===== config.mk =====
export PLATFORM = sky130hd
export DESIGN_NAME = rmm_front
export DESIGN_NICKNAME = d
export VERILOG_FILES = /design/src/rtl/rmm_pkg.sv /design/src/rtl/rmm_front.sv
export SDC_FILE = /design/constraint.sdc
export NUM_CORES = 1
export LEC_CHECK = 0
export BUFFER_PORTS_ARGS = -buffer_cell sky130_fd_sc_hd__buf_2
export CAP_MARGIN = 10
export CELL_PAD_IN_SITES_DETAIL_PLACEMENT = 1
export CELL_PAD_IN_SITES_GLOBAL_PLACEMENT = 1
export CORE_AREA = 2 2 126 128
export DETAILED_ROUTE_END_ITERATION = 6
export DIE_AREA = 0 0 128 130
export GPL_TIMING_DRIVEN = 1
export PLACE_DENSITY = 0.86
export SKIP_LAST_GASP = 1
export SLEW_MARGIN = 40
export SYNTH_ARGS = -nofsm -noshare
export SYNTH_HDL_FRONTEND = slang
export SYNTH_SLANG_ARGS = --single-unit
export TNS_END_PERCENT = 5

===== constraint.sdc =====
create_clock -name clk -period 19.4 [get_ports clk]
set_input_delay 1.94 -clock clk [delete_from_list [all_inputs] [get_ports clk]]
set_output_delay 1.94 -clock clk [all_outputs]
set_load 0.1 [all_outputs]

===== src/rtl/rmm_pkg.sv =====
// Shared types and constants for the region mean and medoid block.
// Used by every module of the block; depends on nothing.
`timescale 1ns / 1ps

package rmm_pkg;

    localparam int MAX_LABELS   = 1024;
    localparam int LABEL_BITS   = $clog2(MAX_LABELS);
    localparam int NUM_FEATURES = 3;
    localparam int FEATURE_BITS = 16;
    localparam int PIX_BITS     = 22;
    localparam int SUM_BITS     = FEATURE_BITS + PIX_BITS;
    localparam int DIST_BITS    = 2 * FEATURE_BITS + $clog2(NUM_FEATURES + 1);
    localparam int STEP_BITS    = $clog2(FEATURE_BITS + 1);

    localparam logic [1:0] REQ_ACC    = 2'd0;
    localparam logic [1:0] REQ_MEDOID = 2'd1;
    localparam logic [1:0] REQ_READ   = 2'd2;
    localparam logic [1:0] REQ_CLEAR  = 2'd3;

    typedef logic [NUM_FEATURES-1:0][FEATURE_BITS-1:0] feat_vec_t;
    typedef logic [NUM_FEATURES-1:0][SUM_BITS-1:0]     sum_vec_t;

    typedef struct packed {
        logic [1:0]            kind;
        logic [LABEL_BITS-1:0] label;
        logic                  usable;
        logic [PIX_BITS-1:0]   pos;
        feat_vec_t             feats;
    } item_t;

    typedef struct packed {
        logic  valid;
        item_t item;
    } head_t;

    typedef struct packed {
        logic pop;
        logic init_busy;
    } back_ctrl_t;

    typedef struct packed {
        sum_vec_t             sums;
        logic [PIX_BITS-1:0]  count;
        logic [DIST_BITS-1:0] distance;
        logic                 valid;
    } stat_row_t;

    typedef struct packed {
        logic [PIX_BITS-1:0] pos;
        feat_vec_t           feats;
    } med_row_t;

endpackage


===== src/rtl/rmm_front.sv =====
// Front end: accepts request words, classifies the label and queues them.
// Depends on rmm_pkg.
`timescale 1ns / 1ps

module rmm_front
(
    input  logic               clk,
    input  logic               rst_n,
    input  logic               in_valid,
    output logic               in_stall,
    input  rmm_pkg::item_t     in_item,
    input  rmm_pkg::back_ctrl_t ctrl,
    output rmm_pkg::head_t     head
);

    rmm_pkg::item_t q_reg [2];
    logic [1:0]     cnt_reg;
    logic [1:0]     cnt_next;
    logic           push;
    rmm_pkg::item_t cls;

    always_comb
    begin
        cls        = in_item;
        cls.usable = (in_item.label != '0) && (32'(in_item.label) < rmm_pkg::MAX_LABELS);
    end

    assign in_stall   = (cnt_reg == 2'd2) || ctrl.init_busy;
    assign push       = in_valid && !in_stall;
    assign head.valid = cnt_reg != 2'd0;
    assign head.item  = q_reg[0];

    always_comb
    begin
        cnt_next = cnt_reg;
        if (push && !ctrl.pop)
        begin
            cnt_next = cnt_reg + 2'd1;
        end
        else if (!push && ctrl.pop)
        begin
            cnt_next = cnt_reg - 2'd1;
        end
    end

    always_ff @(posedge clk or negedge rst_n)
    begin
        if (!rst_n)
        begin
            cnt_reg <= 2'd0;
        end
        else
        begin
            cnt_reg <= cnt_next;
        end
    end

    // Two-entry queue; slot 0 is the head.
    always_ff @(posedge clk)
    begin
        if (push && cnt_next == 2'd1)
        begin
            q_reg[0] <= cls;
        end
        else if (ctrl.pop)
        begin
            q_reg[0] <= q_reg[1];
        end
        if (push && cnt_next != 2'd1)
        begin
            q_reg[1] <= cls;
        end
    end

endmodule


=== After elaboration in Yosys (flattened, before gate mapping) ===
Memories as Yosys holds them, arrays and structs flattened.
Cells that the tools add are included.

* Bits in latches: 0
* Output and inout port bits: 85
* Input bits: 88
* Memories: 1
* Word-level logic and storage cells: 29
* RAM bits: 166
* Register bits: 2
* Memory bits (read-only): 0

* $mul: 0
* Divide/modulo/power cells: 0
* Multiplexer cells: 10
* Equal/unequal tests: 3
* Reductions and logical operators: 11
* Add/sub/neg operators: 2
* Shift-type cells: 0
* Magnitude comparators: 0
* Bitwise gates (word level): 1

{| class="wikitable"
|+ Memory list
! name !! words !! bits a word !! rd ports !! clocked after memory_dff !! write ports !! line !! RTL
|-
| q_reg || 2 || 83 || 2 || 0 || 2 || rmm_front.sv:16 || <nowiki>rmm_pkg::item_t q_reg [2];</nowiki>
|}

{| class="wikitable"
|+ Operator list
! operator !! number
|-
| 83-bit 2-to-1 mux || 1
|-
| 10-bit nonzero test || 1
|-
| 1-bit 2-to-1 mux || 7
|-
| 1-bit logical AND || 5
|-
| 2-bit 2-to-1 mux || 2
|-
| 1-bit logical NOT || 3
|-
| 2-bit by 1-bit adder with 2-bit output, second input constant || 1
|-
| 2-bit by 1-bit == test with 1-bit output, second input constant || 1
|-
| 2-bit == test, second input constant || 1
|-
| 2-bit by 1-bit != test with 1-bit output, second input constant || 1
|-
| 2-bit nonzero test || 1
|-
| 2-bit by 1-bit subtractor with 2-bit output, second input constant || 1
|-
| 1-bit logical OR || 1
|-
| 1-bit OR || 1
|}

=== Depth between registers and ports, before layout ===
* Word-level depth: 13
* Mapped depth: 7
* Mapped depth without buffers: 5

=== Worst setup path after synthesis ===
Ideal clock, no wire load.

* Path type: input to register
* Start: input ctrl[0] (netlist name)
* End: memory q_reg[0][0] (netlist name) (enable)
* Stages: 2
* Library setup time: 0.647 ns
* Arrival: 8.468 ns
* Path slack: 10.285 ns
* Cell sequence: or3b_4 > o31ai_1

{| class="wikitable"
|+ RTL lines
! item !! line !! RTL
|-
| from (decl) || rmm_front.sv:12 || <nowiki>input rmm_pkg::back_ctrl_t ctrl,</nowiki>
|-
| to (decl) || rmm_front.sv:16 ||
|}

=== Worst setup path after layout ===
* Start: input ctrl[0] (netlist name)
* End: output in_stall

* Cells in the longest elaborated chain, start to end: 1

{| class="wikitable"
|+ Ends and longest elaborated chain
! item !! line !! RTL
|-
| 1-bit logical OR || rmm_front.sv:28 || <nowiki>assign in_stall = (cnt_reg == 2'd2) || ctrl.init_busy;</nowiki>
|-
| to (decl) || rmm_front.sv:10 || <nowiki>output logic in_stall,</nowiki>
|}

Every way passes these cells.

==> flow_summary.toml <==
[run_status]
status = "finished, final reports clean"

[power_and_ir_drop]
power_leakage_nw = 3.30
power_density_nw_per_um2 = 145
ir_drop_v = 0.0000914

[synthesis]
synth.net_count = 459
yosys.area.top_type_share = 0.692
async_flop_share = 0.0119
synth_edf_count = 166
ys_ff_latch = 168
ys_seq_area_frac = 0.699
ys_warn_count = 0
synth_area_um2 = 7200
synthCells = 369
yosys_most_used_dff = "edfxtp_1"
synthTopCellsByArea = "edfxtp_1, mux2_4, buf_4"
yosysTopAreaCell = "edfxtp_1"
avgSynthCellArea_um2 = 19.5
synth_cell_types = 24

[sta]
tightest_slew_ns = 0.818
worst_hold_slack_ns = 0.547
finalSetupViolCount = 0
slew_viol_final = 0
tns_ns = 0
rsz0062_at_grt = "false"
fin_crit_sh = 0.235
layout_min_cycle_time_ns = 4.56
clock_skew_ns = 0.00602
fmax_ghz = 0.219
hold_viol_final = 0
slew_headroom = 0.454

[critical_path]
cp_slowest_cell = "buf_2"
start_kind = "input port"
path_delay_family = "buffers and inverters"
worstPathCellList = "buf_2 > or2_2 > buf_2"
critPathKind = "input port to primary output"
worstPathRequired_ns = 17.46
slowest_delay_ns = 0.29
critical_path_buf_inv_count = 2
end_kind = "primary output"
crit_fanout = 4
crit_path_frequent_cell = "buf_2"
cp.arrival_ns = 2.62

[clock_network]
clk_pin_slew_worst_paths_ns = 0.06
cts_resized = 0
cts.sinks = 168
htree_num_levels = 4
clockBufferDepth = 2
clk_latency_ns = 0.41
cts_setup_buffers = 0
hold_buffers = 0
clock-root-buffer = "clkbuf_16"
cts_tree = "built"
numCtsBuffers = 17

[floorplan]
die_area_um2 = 16600
ioPinCount = 173
design.core.area_um2 = 15400
initial_utilization = 0.467
dieHeight_um = 130
fp.dieW_um = 128
fp-row-count = 46

[place]
gp_congestion = 0.713
post-dp-hpwl_um = 8990
dp_cells = 646
portBuffers = 171

[finish]
final_cell_mix = "buf_2, edfxtp_1, mux2_4"
fin_nets = 563
largest_reg_flops = 166
drive_above_1_share = 0.601
insertedDiodeCount = 0
areaGrowthSynthToFinish_pct = 13.7
final_common_cell = "buf_2"
instances_no_fill = 678

[global_routing]
grt_pass1_wl_um = 19400
grt_max_degree = 48
track_usage = 0.158
grt_pass1_vias = 3535
antenna_found_initial = 0
grt_overflow_total = 0

[route]
viasPerCell = 4.78
drc = 0
vias = 3238
avgRoutedWirePerCell_um = 19.2
routed_wl_um = 13000
ant_nets = 0
firstDrtPassIters = 4
dr.first_iter.drc_count = 129

[min_path]
hold_path.class = "flip-flop to flip-flop"

[job]
cap_violations = 0
## routing by layer
layer	track usage	wire (µm)	vias up
met2	0.270	6750	113
met1	0.185	5320	1601
met3	0.0541	724	16
met4	0.0614	221	0
met5	0	0	-
li1	-	-	1508
## final cells by class
cell class | instances | area, µm²
multi-input cells | 105 | 1390
fillers | 1462 | 7230
inverters | 4 | 15.0
clock buffers | 18 | 429
repair buffers | 177 | 933
flip-flops and latches | 168 | 5030
clock inverters | 14 | 156
well taps | 192 | 240
## path summary, 6_finish.rpt
path | startpoint | end | slack, ns | depth (start not counted)
setup / recovery | ctrl[0] | in_stall | 14.84 | 3
hold / removal | q_reg[0][124] | q_reg[0][41] | 0.55 | 1
setup reg to reg | cnt_reg[0] | q_reg[0][82] | 16.61 | 6
hold reg to reg | q_reg[0][124] | q_reg[0][41] | 0.55 | 1
max in group asynchronous | rst_n | cnt_reg[0] | 17.99 | 1
min in group asynchronous | rst_n | cnt_reg[1] | 1.31 | 1
## per-stage QoR
step / cell area [µm²] / worst slack (ns) / total power, mW / utilization
after floorplan: 7200 / 10.29 / 0.839 / -
after global placement: 7560 / 14.85 / 0.846 / 0.490
after global routing: 8190 / 14.82 / 1.23 / 0.531
after CTS: 8190 / 14.84 / 1.21 / 0.531
after detailed placement: 7610 / 14.84 / 0.865 / 0.493
final: 8190 / 14.84 / 1.19 / 0.531
## logic make-up (layout without fill, tap and decap cells)
group | after synthesis | in the layout | synth area share
flops | 168 | 168 | 0.699
buf+inv | 96 | 213 | 0.112
mux | 83 | 83 | 0.166
simple gates | 12 | 12 | 0.0102
compound gates | 6 | 6 | 0.00695
fa+ha+maj | 2 | 2 | 0.00347
xor+xnor | 2 | 2 | 0.00243
## report_power, final
group          total (mW)  leakage [nW]  switching, mW  internal (mW)
clock network       0.336         0.280          0.135          0.201
registers           0.489          1.60         0.0171          0.472
logic               0.364          1.42          0.285         0.0787
## worst reg2reg max path, stage by stage (launching register included)
cell and delay, ns:
dfrtp_1 0.46, inv_1 0.10, ha_1 0.25, or3b_4 0.45
o21ai_4 0.17, buf_4 0.63, mux2_2 0.48
## synth_stat cells, types with 2 or more instances
library cell	number
mux2_4	70
nor2_1	3
dfrtp_1	2
mux2_2	13
nor4_1	2
ha_1	2
inv_1	4
buf_12	8
edfxtp_1	166
xnor2_1	2
buf_4	84
No activity file was read; power rests on OpenSTA's default activity.
